==> src/rtl/core/bpc_pkg.sv <==
// Package: types, constants and register codes of the pattern correlator.
`default_nettype none
package bpc_pkg;

  localparam int MAX_PATTERN = 64;
  localparam int COUNT_WIDTH = 16;

  localparam int LEN_CFG_W  = 7;
  localparam int SCORE_W    = 8;
  localparam int HC_W       = 16;
  localparam int CFG_DATA_W = 64;
  localparam int CFG_IDX_W  = 2;

  localparam int LEN_W   = $clog2(MAX_PATTERN + 1);
  localparam int IDX_W   = $clog2(MAX_PATTERN);
  localparam int GROUP   = 8;
  localparam int NGROUP  = (MAX_PATTERN + GROUP - 1) / GROUP;
  localparam int PART_W  = $clog2(GROUP + 1);
  localparam int DIST_W  = $clog2(MAX_PATTERN + 1);

  typedef enum logic [CFG_IDX_W-1:0] {
    CFG_PATTERN   = 2'd0,
    CFG_LENGTH    = 2'd1,
    CFG_THRESHOLD = 2'd2
  } cfg_idx_t;

  typedef struct packed {
    logic target_bit;
    logic restart;
  } in_t;

  typedef struct packed {
    logic signed [SCORE_W-1:0] score;
    logic                      window_full;
    logic                      hit;
    logic [HC_W-1:0]           hit_count;
  } out_t;

  typedef struct packed {
    logic [LEN_W-1:0]          len;
    logic signed [SCORE_W-1:0] threshold;
  } cfg_t;

  typedef struct packed {
    logic valid;
    logic full;
    logic restart;
  } stage_t;

endpackage
`default_nettype wire

==> src/rtl/core/bpc_cfg.sv <==
// Configuration registers and alignment of the pattern to the window cells.
`default_nettype none
module bpc_cfg (
  input  logic                          clk,
  input  logic                          rst_n,
  input  logic                          cfg_we,
  input  logic [bpc_pkg::CFG_IDX_W-1:0] cfg_index,
  input  logic [bpc_pkg::CFG_DATA_W-1:0] cfg_wdata,
  output bpc_pkg::cfg_t                 cfg,
  output logic [bpc_pkg::MAX_PATTERN-1:0] pat_aligned,
  output logic [bpc_pkg::MAX_PATTERN-1:0] pat_mask
);
  import bpc_pkg::*;

  logic [MAX_PATTERN-1:0]    pattern_r;
  logic [LEN_CFG_W-1:0]      length_r;
  logic signed [SCORE_W-1:0] thresh_r;
  logic [LEN_W-1:0]          len_eff;

  always_ff @(posedge clk) begin
    if (!rst_n) begin
      pattern_r <= '0;
      length_r  <= LEN_CFG_W'(8);
      thresh_r  <= SCORE_W'(8);
    end else if (cfg_we) begin
      unique case (cfg_idx_t'(cfg_index))
        CFG_PATTERN:   pattern_r <= cfg_wdata[MAX_PATTERN-1:0];
        CFG_LENGTH:    length_r  <= cfg_wdata[LEN_CFG_W-1:0];
        CFG_THRESHOLD: thresh_r  <= cfg_wdata[SCORE_W-1:0];
        default: ;
      endcase
    end
  end

  always_comb begin
    if (length_r == '0) begin
      len_eff = LEN_W'(1);
    end else if (length_r > LEN_CFG_W'(MAX_PATTERN)) begin
      len_eff = LEN_W'(MAX_PATTERN);
    end else begin
      len_eff = LEN_W'(length_r);
    end
  end

  // Cell k holds the newest-minus-k bit; it pairs with pattern symbol len-1-k.
  always_comb begin
    logic [LEN_W-1:0] idx;
    for (int k = 0; k < MAX_PATTERN; k++) begin
      idx            = len_eff - LEN_W'(1) - LEN_W'(k);
      pat_aligned[k] = pattern_r[idx[IDX_W-1:0]];
      pat_mask[k]    = LEN_W'(k) < len_eff;
    end
  end

  assign cfg.len       = len_eff;
  assign cfg.threshold = thresh_r;

endmodule
`default_nettype wire

==> src/rtl/core/bpc_cell.sv <==
// One window cell: a shift bit plus its aligned pattern bit and mismatch output.
`default_nettype none
module bpc_cell (
  input  logic clk,
  input  logic rst_n,
  input  logic shift_en,
  input  logic din,
  input  logic pat_in,
  input  logic msk_in,
  output logic dout,
  output logic miss
);

  logic w_r;
  logic pat_r;
  logic msk_r;

  always_ff @(posedge clk) begin
    if (!rst_n) begin
      w_r <= 1'b0;
    end else if (shift_en) begin
      w_r <= din;
    end
  end

  always_ff @(posedge clk) begin
    pat_r <= pat_in;
    msk_r <= msk_in;
  end

  assign dout = w_r;
  assign miss = (w_r ^ pat_r) & msk_r;

endmodule
`default_nettype wire

==> src/rtl/core/bpc_score.sv <==
// Mismatch count, score, hit decision, hit counter and output register.
`default_nettype none
module bpc_score (
  input  logic                            clk,
  input  logic                            rst_n,
  input  logic [bpc_pkg::MAX_PATTERN-1:0] miss,
  input  bpc_pkg::stage_t                 s0,
  input  bpc_pkg::cfg_t                   cfg,
  output logic                            s1_ready,
  output logic                            out_valid,
  input  logic                            out_ready,
  output bpc_pkg::out_t                   out_data
);
  import bpc_pkg::*;

  logic                   v1_r;
  logic                   full1_r;
  logic                   rs1_r;
  logic [PART_W-1:0]      part_r [NGROUP];
  logic [PART_W-1:0]      part_nxt [NGROUP];
  logic                   ov_r;
  out_t                   out_r;
  logic [COUNT_WIDTH-1:0] hits_r;
  logic [COUNT_WIDTH-1:0] hits_nxt;
  logic [DIST_W-1:0]      miss_sum;
  logic signed [SCORE_W-1:0] score;
  logic                   hit;
  logic                   adv2;

  assign adv2     = !ov_r || out_ready;
  assign s1_ready = !v1_r || adv2;

  always_comb begin
    for (int g = 0; g < NGROUP; g++) begin
      part_nxt[g] = '0;
      for (int j = 0; j < GROUP; j++) begin
        if (g * GROUP + j < MAX_PATTERN) begin
          part_nxt[g] = part_nxt[g] + PART_W'(miss[g * GROUP + j]);
        end
      end
    end
  end

  always_comb begin
    logic [COUNT_WIDTH-1:0] base;
    miss_sum = '0;
    for (int g = 0; g < NGROUP; g++) begin
      miss_sum = miss_sum + DIST_W'(part_r[g]);
    end
    score = '0;
    hit   = 1'b0;
    if (full1_r) begin
      score = SCORE_W'(cfg.len) - (SCORE_W'(miss_sum) << 1);
      hit   = score >= cfg.threshold;
    end
    base     = rs1_r ? '0 : hits_r;
    hits_nxt = (hit && base != '1) ? base + COUNT_WIDTH'(1) : base;
  end

  always_ff @(posedge clk) begin
    if (!rst_n) begin
      v1_r <= 1'b0;
    end else if (s1_ready) begin
      v1_r <= s0.valid;
    end
  end

  always_ff @(posedge clk) begin
    if (s1_ready) begin
      full1_r <= s0.full;
      rs1_r   <= s0.restart;
      part_r  <= part_nxt;
    end
  end

  always_ff @(posedge clk) begin
    if (!rst_n) begin
      ov_r   <= 1'b0;
      hits_r <= '0;
    end else if (adv2) begin
      ov_r <= v1_r;
      if (v1_r) begin
        hits_r <= hits_nxt;
      end
    end
  end

  always_ff @(posedge clk) begin
    if (adv2 && v1_r) begin
      out_r.score       <= score;
      out_r.window_full <= full1_r;
      out_r.hit         <= hit;
      out_r.hit_count   <= HC_W'(hits_nxt);
    end
  end

  assign out_valid = ov_r;
  assign out_data  = out_r;

endmodule
`default_nettype wire

==> src/rtl/core/binary_pattern_correlator_core.sv <==
// Each result passes the window, group-count and output registers in order.
// Throughput: one item per cycle unless out_ready stalls; cells shift once per
// transfer, mismatch count in two registered stages (group counts, then sum).
// Reset (synchronous, rst_n low): window, fill count and hit count cleared,
// pattern 0, length 8, threshold 8; no clearing pass.
`default_nettype none
module binary_pattern_correlator_core (
  input  logic                            clk,
  input  logic                            rst_n,
  input  logic                            in_valid,
  output logic                            in_ready,
  input  bpc_pkg::in_t                    in_data,
  output logic                            out_valid,
  input  logic                            out_ready,
  output bpc_pkg::out_t                   out_data,
  input  logic                            cfg_we,
  input  logic [bpc_pkg::CFG_IDX_W-1:0]   cfg_index,
  input  logic [bpc_pkg::CFG_DATA_W-1:0]  cfg_wdata
);
  import bpc_pkg::*;

  cfg_t                   cfg;
  logic [MAX_PATTERN-1:0] pat_aligned;
  logic [MAX_PATTERN-1:0] pat_mask;
  logic [MAX_PATTERN-1:0] win;
  logic [MAX_PATTERN-1:0] miss;
  logic                   shift_en;
  logic                   s1_ready;
  stage_t                 s0_r;
  stage_t                 s0_nxt;
  logic [LEN_W-1:0]       fill_r;
  logic [LEN_W-1:0]       fill_nxt;

  bpc_cfg u_cfg (
    .clk         (clk),
    .rst_n       (rst_n),
    .cfg_we      (cfg_we),
    .cfg_index   (cfg_index),
    .cfg_wdata   (cfg_wdata),
    .cfg         (cfg),
    .pat_aligned (pat_aligned),
    .pat_mask    (pat_mask)
  );

  assign in_ready = !s0_r.valid || s1_ready;
  assign shift_en = in_valid && in_ready;

  for (genvar k = 0; k < MAX_PATTERN; k++) begin : g_cell
    bpc_cell u_cell (
      .clk      (clk),
      .rst_n    (rst_n),
      .shift_en (shift_en),
      .din      ((k == 0) ? in_data.target_bit : win[(k == 0) ? 0 : k - 1]),
      .pat_in   (pat_aligned[k]),
      .msk_in   (pat_mask[k]),
      .dout     (win[k]),
      .miss     (miss[k])
    );
  end

  always_comb begin
    logic [LEN_W-1:0] base;
    base     = in_data.restart ? '0 : fill_r;
    fill_nxt = (base < LEN_W'(MAX_PATTERN)) ? base + LEN_W'(1) : base;
    s0_nxt.valid   = in_valid;
    s0_nxt.full    = fill_nxt >= cfg.len;
    s0_nxt.restart = in_data.restart;
  end

  always_ff @(posedge clk) begin
    if (!rst_n) begin
      s0_r   <= '0;
      fill_r <= '0;
    end else if (in_ready) begin
      s0_r <= s0_nxt;
      if (in_valid) begin
        fill_r <= fill_nxt;
      end
    end
  end

  bpc_score u_score (
    .clk       (clk),
    .rst_n     (rst_n),
    .miss      (miss),
    .s0        (s0_r),
    .cfg       (cfg),
    .s1_ready  (s1_ready),
    .out_valid (out_valid),
    .out_ready (out_ready),
    .out_data  (out_data)
  );

endmodule
`default_nettype wire

==> config.mk <==
export PLATFORM = sky130hd
export DESIGN_NAME = binary_pattern_correlator_core
export DESIGN_NICKNAME = d
export VERILOG_FILES = /design/src/rtl/core/bpc_pkg.sv /design/src/rtl/core/bpc_cfg.sv /design/src/rtl/core/bpc_cell.sv /design/src/rtl/core/bpc_score.sv /design/src/rtl/core/binary_pattern_correlator_core.sv
export SDC_FILE = /design/constraint.sdc
export NUM_CORES = 1
export LEC_CHECK = 0
export ABC_AREA = 1
export BUFFER_PORTS_ARGS = -buffer_cell sky130_fd_sc_hd__buf_2
export CAP_MARGIN = 20
export CORE_AREA = 5 5 197 389
export CTS_CLUSTER_DIAMETER = 30
export DETAILED_ROUTE_END_ITERATION = 12
export DIE_AREA = 0 0 202 394
export PLACE_DENSITY_LB_ADDON = 0.05
export SLEW_MARGIN = 30
export SYNTH_ARGS = -nofsm -noshare
export SYNTH_HDL_FRONTEND = slang
export SYNTH_SLANG_ARGS = --single-unit
==> constraint.sdc <==
create_clock -name clk -period 8.9 [get_ports clk]
set_clock_uncertainty 0.15 [all_clocks]
set_input_delay 1.78 -clock clk [delete_from_list [all_inputs] [get_ports clk]]
set_output_delay 1.78 -clock clk [all_outputs]
set_load 0.01 [all_outputs]
Yosys cells after proc, flatten, opt, wreduce, memory -nomap -nowiden

Index checks and enable logic that the tools add are counted.

Bits in registers: 359
Bits of input ports: 73
Output and inout port bits: 28

$add $sub $neg: 130
Order comparisons: 132
Equality and inequality tests: 3
Mux-type cells: 135
Bitwise operators: 128
Reduce and logical (&&, ||, !) cells: 16

Operators by type and width:

| kind                    | number |
|---|---|
| $lt A6 B7 Y1 const B    | 64 |
| $bmux W1 S6             | 64 |
| $lt A6 B7 Y1 const A    | 32 |
| $add A4 B1 Y4           | 48 |
| $sub A6 B6 Y6 const B   | 32 |
| $lt A5 B7 Y1 const A    | 16 |
| $sub A6 B5 Y6 const B   | 16 |
| $mux W1                 | 65 |
| $and A1 B1 Y1           | 64 |
| $xor A1 B1 Y1           | 64 |
| $lt A4 B7 Y1 const A    | 8 |
| $sub A6 B4 Y6 const B   | 8 |
| $add A7 B4 Y7           | 6 |
| $mux W16                | 2 |
| $lt A3 B7 Y1 const A    | 4 |
| $mux W7                 | 4 |
| $sub A6 B3 Y6 const B   | 4 |
| $add A1 B1 Y2           | 8 |
| $add A16 B1 Y16 const B | 1 |
| $ne A16 B16 Y1 const B  | 1 |
| $lt A1 B7 Y1 const A    | 2 |
| $lt A2 B7 Y1 const A    | 2 |
| $sub A6 B1 Y6 const B   | 2 |
| $sub A6 B2 Y6 const B   | 2 |
| 15 further kinds        | 25 |

Depth between registers and ports, before layout

Gate-level depths: netlist (run 1).

Word-level depth: 12
Mapped depth: 35
Mapped depth without buffers: 34

Hierarchy

A second synthesis (run 1) with hierarchy kept.

Cell total of the unflattened synthesis: 3526
Area total of the unflattened synthesis: 23120.9 µm²

Modules (own cells, without submodules):

| module                         | times used | cells each | area an instance (µm²) | seq. area each (µm²) |
|---|---|---|---|---|
| bpc_cfg                        | 1          | 1957       | 10309.9                | 1581.5 |
| bpc_score                      | 1          | 686        | 6059.6                 | 2162.1 |
| bpc_cell                       | 64         | 12         | 93.8                   | 60.1 |
| binary_pattern_correlator_core | 1          | 115        | 745.7                  | 200.2 |

Worst setup path before layout (run 1)

No wires, ideal clock.

Path type: reg-to-reg
From: register u_score.part_r[24] (netlist name)
To: register u_score.hits_r[6]
Arrival: 6.535 ns
Slack: 2.105 ns
Stages on the path, launching flop included: 35
Buffers on the path: 1
Clock period less this slack: 6.795 ns
Cell sequence: edfxtp_1 > ha_1 > fa_1 > xor2_1 > fa_1 > inv_1 > fa_1 > fa_1 > inv_1 > fa_1 > inv_1 > fa_1 > xor2_1 > ha_1 > a21oi_1 > nand2_1 > nand2_1 > nand2_1 > a21oi_1 > xor2_1 > xor2_1 > inv_1 > ha_1 > nand2_1 > nor2_1 > nand2_1 > nand2_1 > nand2_1 > nand3_1 > nand3_2 > buf_6 > nand2_1 > nand3_1 > nand2_1 > inv_1

Longest elaborated chain between the ends: 12

RTL lines:

| item                       | RTL line        | source |
|---|---|---|
| start, declared            | bpc_score.sv:19 | `logic [PART_W-1:0] part_r [NGROUP];` |
| start signal, assigned     | bpc_score.sv:72 | `part_r <= part_nxt;` |
| $add A4 B4 Y5              | bpc_score.sv:48 | `miss_sum = miss_sum + DIST_W'(part_r[g]);` |
| $add A7 B4 Y7 (6 in a row) | bpc_score.sv:48 |  |
| $sub A7 B8 Y8              | bpc_score.sv:53 | `score = SCORE_W'(cfg.len) - (SCORE_W'(miss_sum) << 1);` |
| $ge A8 B8 Y1               | bpc_score.sv:54 | `hit = score >= cfg.threshold;` |
| $mux W1                    | bpc_score.sv:52 | `if (full1_r) begin` |
| $logic_and A1 B1 Y1        | bpc_score.sv:57 | `hits_nxt = (hit && base != '1) ? base + COUNT_WIDTH'(1) : base;` |
| $mux W16                   | bpc_score.sv:57 |  |
| end signal, assigned       | bpc_score.sv:83 | `hits_r <= hits_nxt;` |
| end, declared              | bpc_score.sv:23 | `logic [COUNT_WIDTH-1:0] hits_r;` |

No other way between the ends.
A chain may end at the register's enable or synchronous reset.

Worst setup path after layout (run 1)

From: register u_score.part_r[28] (netlist name)
To: register u_score.out_r (netlist bit u_score.out_data[6]), data pin

Longest elaborated chain between the ends: 12

RTL lines:

| item                       | RTL line        | source |
|---|---|---|
| $add A4 B4 Y5              | bpc_score.sv:48 |  |
| $add A7 B4 Y7 (6 in a row) | bpc_score.sv:48 |  |
| $sub A7 B8 Y8              | bpc_score.sv:53 |  |
| $ge A8 B8 Y1               | bpc_score.sv:54 |  |
| $mux W1                    | bpc_score.sv:52 |  |
| $logic_and A1 B1 Y1        | bpc_score.sv:57 |  |
| $mux W16                   | bpc_score.sv:57 |  |
| via u_score.hits_nxt[6]    | bpc_score.sv:24 | `logic [COUNT_WIDTH-1:0] hits_nxt;` |
| end, declared              | bpc_score.sv:22 | `out_t out_r;` |

The timed path passes the listed nets, and every way through them passes these cells.

==> out/qor.csv, run 1 <==
stage;metric;value;unit
detailed_routing;ant_nets;0;
detailed_routing;drtPass1Iterations;7;
clock_network;clk_latency;650;ps
timing;relSlewSlack;35.5;%
clock_network;hold_buffers;0;
setup_path;start_kind;register;
yosys;synth_mux_area_share;0;%
cells_and_area;post-route-cell-area;25700;um^2
floorplan;dieArea;79600;um^2
min_path;worstHoldStart;s0_r[0];
placed_design;io_buffers;100;
setup_path;path_max_fanout;17;
power;power.share.clock;26.9;%
setup_path;critPathSlowestCell;fa_1;
timing;rsz0062_at_grt;no;
power;p_sw;5.20;mW
cells_and_area;mostFrequentLayoutCell;nand3_1;
yosys;synth_warnings;0;
detailed_routing;routed_wl;101000;um
cells_and_area;area_delta_synth_final;18.6;%
clock_network;cts.root.buffer_cell;clkbuf_16;
timing;period_share;87.3;%
yosys;synthSimpleGateAreaFrac;32.2;%
clock_network;post_cts_buffers;0;
yosys;synthAdderAreaFrac;10.2;%
clock_network;htree_levels;3;
yosys;synth_fp_nets;3259;
clock_network;cts_tree;done;
floorplan;rows;141;
setup_path;critical_path_arrival;8000;ps
power;power_density;431;nW/um^2
placed_design;routabilityCongestion;1.04;
yosys;syn_avg_cell_area;7.13;um^2
yosys;ys_types;39;
yosys;synth.cell_area;21700;um^2
setup_path;timing.rr.start;u_score.part_r[28];
timing;fmax;129;MHz
detailed_routing;num_vias;21000;
timing;tns;0;ps
global_route;grt_pass1_wl;145000;um
global_route;grt_start_max_net_pins;112;
global_route;antenna_found_initial;4;
clock_network;cts_made_buffers;73;
setup_path;r2r-end;u_score.out_data[6];
detailed_routing;via_per_inst;5.12;
yosys;synth-seq-cells;359;
yosys;synth_xor_area_share;3.24;%
min_path;hold_path_depth;0;
yosys;synth_top_family_by_area;simple AND/OR/NAND/NOR gates;
floorplan;die_w;202;um
yosys;synthCells;3040;
floorplan;initial_core_util;29.5;%
clock_network;clk_pin_slew;60;ps
setup_path;max_stage_delay;550;ps
outcome;outcome;finished, final reports clean;
setup_path;cp.required;9130;ps
detailed_routing;drc;0;
detailed_routing;post_drt_wl_per_cell;24.5;um
power;intPower;5.88;mW
placed_design;hpwlAfterDp;81700;um
min_path;hold_end;u_score.rs1_r;
global_route;grt-ovfl-total;0;
timing;tightest_slew;967;ps
timing;finalHoldViolCount;0;
floorplan;core_area;73600;um^2
job;max_cap_viol_count;0;
clock_network;clkSinkCount;359;
setup_path;crit_type;reg2reg;
clock_network;cts_buffer_depth;3;
power;ir_drop;0.000835;V
power;p_leak;12.0;nW
cells_and_area;drive_above_1_share;8.79;%
yosys;seq_area_frac_synth;35.9;%
min_path;hold_path.class;reg2reg;
timing;holdWs;284;ps
power;power_frac_seq;19.8;%
power;power.share.combinational;53.3;%
detailed_routing;drtIter0Drc;1213;
setup_path;reg2reg_slack;1130;ps
cells_and_area;nets;3333;
placed_design;place_area;23000;um^2
setup_path;crit_path_start;u_score.part_r[28];
cells_and_area;final_cell_mix;765 x nand3_1, 548 x nand2_1, 353 x inv_1;
yosys;synth_compound_area_share;9.33;%
global_route;gr-usage-all-layers;25.0;%
timing;fin_crit;7770;ps
setup_path;rr_worst_depth;31;
floorplan;die_y;394;um
floorplan;io_pins;101;
global_route;grt_pass1_vias;21300;
clock_network;post_cts_resized;0;
power;power_switching_share;46.9;%
timing;setup_viol;0;
setup_path;cp-end-kind;register;
timing;drv_slew;0;
[cells in the mapped netlist]
cell,count,area (um^2)
nand3_1,765,3830
nand2_1,549,2060
inv_1,354,1330
dfxtp_1,299,5990
nor2_1,225,845
o21ai_0,205,1030
a21oi_1,178,891
ha_1,94,1180
clkbuf_1,93,349
edfxtp_1,60,1800
xor2_1,56,490
fa_1,52,1040
nand4_1,20,125
xnor2_1,18,158
buf_2,14,70.1
buf_6,13,146
nor3_1,6,30.0
buf_1,5,18.8
clkinv_1,4,15.0
a31oi_1,3,18.8
buf_4,3,22.5
a21o_1,2,15.0
inv_2,2,7.51
nand2_2,2,12.5
nand2_4,2,22.5
o211ai_1,2,15.0
xor2_4,2,55.1
a211oi_1,1,7.51
a21boi_4,1,18.8
a41oi_1,1,8.76
and2_1,1,6.26
nand3_2,1,10.0
nand3_4,1,17.5
nand3b_1,1,7.51
nor2_2,1,6.26
nor2_4,1,11.3
o21a_1,1,7.51
o21ai_1,1,5.00
o21ai_2,1,8.76
[layer usage]
metal	global-route usage [%]	routed length (um)
met1	21.6	30900
met5	0	0
met4	19.3	9530
met2	50.2	57200
met3	3.33	3250
[power groups by stage]
stage	Clock (mW)	Sequential [mW]	Combinational [mW]
floorplan	0	2.11	4.00
global placement	0	2.22	5.86
detailed placement	0	2.23	5.97
CTS	3.05	2.20	6.00
global route	3.12	2.21	6.69
finish	2.98	2.19	5.91
[state kept, by name, summed over array words and instances (netlist names)]
register and flops:
u_score.part_r 32, u_cfg.thresh_r 8, u_score.out_data 26, g_cell.u_cell.pat_r 64
g_cell.u_cell.dout 64, fill_r 7, g_cell.u_cell.msk_r 64, u_cfg.pattern_r 64
u_score.hits_r 16, u_score.full1_r 1, u_score.rs1_r 1, s0_r 3
u_score.out_valid 1, u_score.v1_r 1, u_cfg.length_r 7
[worst max path at each step]
stage | end | cells after the start
global placement | u_score.out_data[10] | 32
floorplan | u_score.hits_r[6] | 34
detailed placement | u_score.out_data[3] | 32
CTS | u_score.out_data[3] | 32
global route | u_score.hits_r[3] | 34
finish | u_score.out_data[6] | 31
[cell families (layout without fill, tap and decap cells)]
family / count (synthesis) / in the layout
buf+inv: 488 / 622
fa+ha+maj: 146 / 146
other cells: 0 / 7
simple gates: 1575 / 1575
compound gates: 396 / 396
flops: 359 / 359
xor+xnor: 76 / 76
[area by class of cell]
class                           count  area (um^2)
Tap cell                          929         1160
Fill cell                        7816        47900
Timing Repair Buffer              127          729
Clock buffer                       90         2020
Clock inverter                     45          679
Multi-Input combinational cell   2193        12000
Sequential cell                   359         7790
Antenna cell                        7         17.5
Inverter                          360         1350
[critical path: cells and delay by family (launching register included)]
| kind | cells | cell delay [ps] |
|---|---|---|
| adders and majority gates | 9 | 3850 |
| and+or+nand+nor | 11 | 1450 |
| buffers and inverters | 5 | 500 |
| DFF | 1 | 390 |
| xor gates and xnor gates | 4 | 790 |
| AOI/OAI and AO/OA | 2 | 330 |
[metrics by stage]
step	utilization [%]	instances	setup slack (ps)	power, mW
floorplan	-	3040	2100	6.12
global placement	31.2	3967	1320	8.08
detailed placement	31.2	3967	1190	8.19
CTS	34.9	4102	1150	11.3
global route	34.9	4109	603	12.0
finish	34.9	4110	1130	11.1
No activity file was read; power rests on OpenSTA's default activity.
==> inputs of run 2 (changes only) <==
--- a/config.mk
+++ b/config.mk
@@ -7,9 +7,9 @@
 export LEC_CHECK = 0
-export ABC_AREA = 1
+export ABC_AREA = 0
 export BUFFER_PORTS_ARGS = -buffer_cell sky130_fd_sc_hd__buf_2
 export CAP_MARGIN = 20
-export CORE_AREA = 5 5 197 389
+export CORE_AREA = 5 5 197 390
 export CTS_CLUSTER_DIAMETER = 30
 export DETAILED_ROUTE_END_ITERATION = 12
-export DIE_AREA = 0 0 202 394
+export DIE_AREA = 0 0 202 395
 export PLACE_DENSITY_LB_ADDON = 0.05
--- a/constraint.sdc
+++ b/constraint.sdc
@@ -4,2 +4,2 @@
 set_output_delay 1.78 -clock clk [all_outputs]
-set_load 0.01 [all_outputs]
+set_load 0.005 [all_outputs]
==> out/qor.csv, run 2 <==
stage;metric;value;unit;change
outcome;outcome;finished, final reports clean;;
min_path;hold_path.class;reg2reg;;
detailed_routing;ant_nets;0;;unchanged
clock_network;cts_buffer_depth;3;;unchanged
setup_path;cp_cell_sequence;ha_1 -> fa_1 -> xor2_1 -> fa_1 -> inv_1 -> fa_1 -> fa_1 -> inv_1 -> fa_1 -> inv_1 -> fa_1 -> ha_1 -> a21o_1 -> a21oi_1 -> o21bai_1 -> a21oi_1 -> xnor2_1 -> ha_1 -> nand2_1 -> a21oi_1 -> o21ai_1 -> nand4b_1 -> or4_1 -> a31oi_1;;
cells_and_area;regArea;7790;um^2;unchanged
timing;setup_ws;1520;ps;+386 ps
clock_network;post_cts_buffers;0;;unchanged
cells_and_area;drive_above_1_share;13.7;%;+4.9 points
timing;drv_slew;0;;unchanged
cells_and_area;final_cell_mix;523 x nand2_1, 299 x dfxtp_1, 220 x mux2i_1;;
detailed_routing;drtPass1Iterations;5;;-2
yosys;synth_top_area_share;27.5;%;-0.16 points
detailed_routing;post_drt_wl_per_cell;24.3;um;-0.94%
global_route;grt_start_max_net_pins;109;;-2.7%
clock_network;clk_latency;650;ps;about the same
setup_path;critical_path_arrival;7800;ps;-200 ps
detailed_routing;routed_wl;84400;um;-16%
yosys;synthCells;2404;;-21%
placed_design;post-place-ws;1470;ps;+275 ps
floorplan;io_pins;101;;unchanged
yosys;synth.cell_area;21800;um^2;+0.59%
timing;setup_viol;0;;unchanged
yosys;synth_ff_type;dfxtp_1;;
global_route;grt_pass1_wl;123000;um;-15%
global_route;gr-usage-all-layers;20.9;%;-4.1 points
clock_network;clkSinkCount;359;;unchanged
yosys;synth_edf_count;60;;unchanged
yosys;synth_common_cells;524 x nand2_1, 299 x dfxtp_1, 222 x mux2i_1;;
placed_design;dp.cells;3349;;-16%
detailed_routing;drc;0;;unchanged
floorplan;core_area;73600;um^2;unchanged
timing;fin_crit;7380;ps;-386 ps
timing;finalHoldViolCount;0;;unchanged
setup_path;critPathSlowestCell;or4_1;;
floorplan;dieArea;79800;um^2;+0.25%
clock_network;cts_tree;done;;
yosys;ys_types;65;;+67%
global_route;grt_pass1_vias;18500;;-13%
setup_path;cp.required;9310;ps;+180 ps
yosys;synth_top_cell_by_area;dfxtp_1;;
job;max_cap_viol_count;0;;unchanged
setup_path;path_max_fanout;10;;-7
floorplan;initial_core_util;29.6;%;+0.18 points
yosys;synth_warnings;0;;unchanged
floorplan;rows;141;;unchanged
yosys;syn_avg_cell_area;9.07;um^2;+27%
yosys;seq_area_frac_synth;35.7;%;-0.21 points
setup_path;start_kind;register;;
power;p_leak;10.9;nW;-9.4%
cells_and_area;nets;2709;;-19%
cells_and_area;fillCellCount;7557;;-3.3%
yosys;synth.most_common_cell;nand2_1;;
placed_design;io_buffers;100;;unchanged
yosys;synth-seq-cells;359;;unchanged
cells_and_area;mostFrequentLayoutCell;nand2_1;;
placed_design;routabilityCongestion;0.948;;-8.7%
clock_network;cts.root.buffer_cell;clkbuf_16;;
timing;rsz0062_at_grt;no;;
detailed_routing;num_vias;17600;;-16%
setup_path;cp_top_family;adder cells;;
timing;tightest_slew;987;ps;+20.3 ps
power;ir_drop;0.000201;V;-76%
yosys;synthArstFlopShare;0;%;unchanged
setup_path;crit_type;reg2reg;;
clock_network;htree_levels;3;;unchanged
timing;relSlewSlack;32.3;%;-3.2 points
timing;fmax;135;MHz;+5.2%
cells_and_area;diodes;0;;-7
global_route;grt-ovfl-total;0;;unchanged
global_route;antenna_found_initial;0;;-4
detailed_routing;drtIter0Drc;790;;-35%
cells_and_area;multi_input_area;13100;um^2;+9.4%
clock_network;cts_made_buffers;67;;-8.2%
cells_and_area;area_delta_synth_final;18.1;%;
timing;tns;0;ps;unchanged
clock_network;post_cts_resized;0;;unchanged
placed_design;hpwlAfterDp;67700;um;-17%
power;power_density;259;nW/um^2;-40%
setup_path;max_stage_delay;580;ps;+30 ps
floorplan;die_y;395;um;+0.25%
clock_network;hold_buffers;0;;unchanged
floorplan;die_w;202;um;unchanged
clock_network;clk_pin_slew;60;ps;about the same
setup_path;crit_path_frequent_cell;fa_1;;
setup_path;crit_buf_inv;3;;-2
setup_path;cp-end-kind;register;;
timing;period_share;83.0;%;-4.3 points
cells_and_area;fin_cells;3471;;-16%
detailed_routing;via_per_inst;5.06;;-1.1%
yosys;synthTopCellsByArea;dfxtp_1 27%, mux2i_1 10%, nand2_1 9.0%, edfxtp_1 8.3%, ha_1 5.4%;;
yosys;synth_fp_nets;2623;;-20%
[run 2: through the flow]
step	total power [mW]	area [um^2]	hold slack [ps]	util, %
after floorplan	3.35	21800	253	-
after global placement	4.08	23300	262	31.7
after detailed placement	4.12	23300	266	31.7
after CTS	6.79	25700	276	34.9
after global routing	7.05	25700	279	35.0
final	6.67	25700	277	35.0
[run 2: per-layer routing]
layer / vias up / routed length, um / global-route usage, %
met4: 0 / 7020 / 14.7
met3: 184 / 2340 / 2.92
met1: 8521 / 25300 / 17.3
met5: - / 0 / 0
met2: 402 / 49700 / 43.5
li1: 8452 / - / -
[run 2: cell families (layout without fill, tap and decap cells)]
group                      count (synthesis)  count (layout)  synth area share (%)
buffers and inverters                    265             403                  4.68
muxes                                    286             286                  15.9
xor gates and xnor gates                 160             160                  6.71
and+or+nand+nor                          778             778                  15.5
adders and majority gates                146             146                  10.2
AOI/OAI and AO/OA                        410             410                  11.3
DFF                                      359             359                  35.7
[run 2: final cells by class]
| type | count | area share, % |
|---|---|---|
| multi-input cells | 1780 | 50.8 |
| flip-flops and latches | 359 | 30.3 |
| clock buffers | 80 | 6.98 |
| well taps | 929 | 4.52 |
| repair buffers | 139 | 3.16 |
| clock inverters | 41 | 2.18 |
| inverters | 143 | 2.11 |
[run 2: final timing paths]
kind / cells after the start / end / start / slack (ps)
worst max register to register: 24 / u_score.hits_r[7] / u_score.part_r[24] / 1520
worst min-delay path: 0 / u_score.full1_r / s0_r[1] / 280
worst min register to register: 0 / u_score.full1_r / s0_r[1] / 280
worst max-delay path: 24 / u_score.hits_r[7] / u_score.part_r[24] / 1520
[run 2: report_power, final]
part           internal [mW]  switching, mW  total [mW]
logic                  0.829           1.31        2.14
registers               1.81          0.101        1.92
clock network           1.63          0.989        2.62
total                   4.27           2.40        6.67
[run 2: worst register-to-register path: stages (launching register included)]
cell,delay (ps)
edfxtp_1,360
ha_1,230
fa_1,420
xor2_1,190
fa_1,480
inv_1,50
fa_1,500
fa_1,540
inv_1,60
fa_1,540
inv_1,70
fa_1,520
ha_1,350
a21o_1,170
a21oi_1,220
o21bai_1,90
a21oi_1,170
xnor2_1,160
ha_1,290
nand2_1,80
a21oi_1,50
o21ai_1,420
nand4b_1,460
or4_1,590
a31oi_1,160
==> inputs of run 3 (changes only) <==
ABC_AREA = 1   (was 0)
CORE_AREA = 5 5 197 389   (was 5 5 197 390)
DIE_AREA = 0 0 202 394   (was 0 0 202 395)
clock period = 7.63 ns   (was 8.9 ns; I/O delays follow)
==> out/qor.csv, run 3 (synthesis results as in run 1) <==
stage;metric;value;unit;change
timing;finalHoldViolCount;0;;unchanged
timing;period_share;94.1;%;+11 points
timing;fmax;139;MHz;+2.8%
cells_and_area;mostFrequentLayoutCell;nand3_1;;
clock_network;clk_latency;650;ps;about the same
global_route;antenna_found_initial;7;;+7
setup_path;critPathSlowestCell;fa_1;;
cells_and_area;nets;3347;;+24%
min_path;hold_path_depth;0;;unchanged
outcome;outcome;finished, final reports clean;;
clock_network;clk_pin_slew;50;ps;about the same
setup_path;cp-end-kind;register;;
power;power_density;515;nW/um^2;+99%
setup_path;critical_path_arrival;7400;ps;-400 ps
cells_and_area;fillCellCount;7791;;+3.1%
global_route;grt_pass1_vias;21300;;+15%
detailed_routing;num_vias;21000;;+20%
timing;setup_ws;449;ps;-1070 ps
timing;relSlewSlack;31.5;%;-0.78 points
clock_network;cts_made_buffers;75;;+12%
power;p_leak;12.1;nW;+11%
cells_and_area;drive_above_1_share;9.31;%;-4.3 points
setup_path;cp.required;7850;ps;-1460 ps
timing;setup_viol;0;;unchanged
detailed_routing;routed_wl;103000;um;+22%
detailed_routing;drtIter0Drc;1080;;+37%
placed_design;io_buffers;100;;unchanged
floorplan;io_pins;101;;unchanged
cells_and_area;area_delta_synth_final;19.2;%;
floorplan;die_w;202;um;unchanged
min_path;hold_path.class;reg2reg;;
detailed_routing;via_per_inst;5.09;;+0.62%
placed_design;routabilityCongestion;0.964;;+1.7%
clock_network;cts.root.buffer_cell;clkbuf_16;;
timing;tns;0;ps;unchanged
setup_path;max_stage_delay;550;ps;-30 ps
global_route;gr-usage-all-layers;25.4;%;+4.4 points
floorplan;core_area;73600;um^2;unchanged
clock_network;cts_tree;done;;
cells_and_area;final_cell_mix;764 x nand3_1, 546 x nand2_1, 354 x inv_1;;
setup_path;crit_type;reg2reg;;
clock_network;post_cts_buffers;0;;unchanged
clock_network;htree_levels;3;;unchanged
detailed_routing;drc;0;;unchanged
cells_and_area;utilization;35.1;%;+0.12 points
floorplan;rows;141;;unchanged
cells_and_area;regArea;7790;um^2;unchanged
detailed_routing;post_drt_wl_per_cell;24.9;um;+2.3%
global_route;grt_pass1_wl;146000;um;+19%
floorplan;initial_core_util;29.5;%;-0.18 points
floorplan;die_y;394;um;-0.25%
global_route;grt_start_max_net_pins;123;;+13%
setup_path;crit_path_frequent_cell;nand2_1;;
placed_design;post-place-ws;210;ps;-1260 ps
setup_path;path_max_fanout;8;;-2
floorplan;dieArea;79600;um^2;-0.25%
placed_design;hpwlAfterDp;83700;um;+23%
clock_network;clkSinkCount;359;;unchanged
setup_path;start_kind;register;;
timing;tightest_slew;1020;ps;+29.2 ps
placed_design;place_area;23000;um^2;-1.3%
timing;drv_slew;0;;unchanged
job;max_cap_viol_count;0;;unchanged
clock_network;cts_buffer_depth;3;;unchanged
detailed_routing;drtPass1Iterations;6;;+1
power;ir_drop;0.00120;V;+500%
timing;fin_crit;7180;ps;-203 ps
cells_and_area;post-route-cell-area;25800;um^2;+0.35%
global_route;grt-ovfl-total;0;;unchanged
setup_path;rr_worst_depth;31;;+29%
detailed_routing;ant_nets;0;;unchanged
cells_and_area;multi_input_area;12000;um^2;-8.2%
## run 3: critical path, delay by kind of cell (launching register included)
family | cells | cell delay, ps
adders and majority gates | 9 | 3850
xor gates and xnor gates | 4 | 760
and+or+nand+nor | 12 | 1240
AOI/OAI and AO/OA | 2 | 310
buffers and inverters | 4 | 250
DFF | 1 | 360
## run 3: cell type report
cell class	instances	share of cell area (%)
diodes	10	0.0969
clock buffers	96	8.40
clock inverters	43	2.09
inverters	360	5.24
multi-input cells	2194	46.4
flip-flops and latches	359	30.1
well taps	929	4.50
repair buffers	138	3.08
## run 3: metal layers
metal | vias up | GRT usage (%) | wire length (um)
li1 | 10300 | - | -
met3 | 224 | 3.57 | 3640
met2 | 606 | 50.8 | 58500
met1 | 9905 | 21.6 | 30900
met4 | 0 | 20.1 | 9620
met5 | - | 0 | 0
## run 3: stage by stage
stage | power, mW | hold slack [ps] | std cells
detailed placement | 9.54 | 264 | 3979
global route | 14.4 | 280 | 4127
finish | 13.3 | 273 | 4129
floorplan | 7.13 | 253 | 3040
CTS | 13.1 | 269 | 4118
global placement | 9.50 | 263 | 3979
## run 3: worst paths after layout
kind,startpoint,slack [ps],end
min,s0_r[0],270,u_score.rs1_r
max reg2reg,u_score.part_r[24],450,u_score.out_data[1]
min reg2reg,s0_r[0],270,u_score.rs1_r
max,u_score.part_r[24],450,u_score.out_data[1]
## run 3: repair_timing
item | CTS | global route
setup endpoints to repair | 0 | 32
gates resized for setup | 0 | 8
hold buffers | 0 | 0
## run 3: where the power goes
part           total, mW  leakage (nW)  switching, mW  internal (mW)
registers           2.56          3.12          0.232           2.32
clock network       3.49          1.30           1.19           2.30
logic               7.26          7.71           4.82           2.45
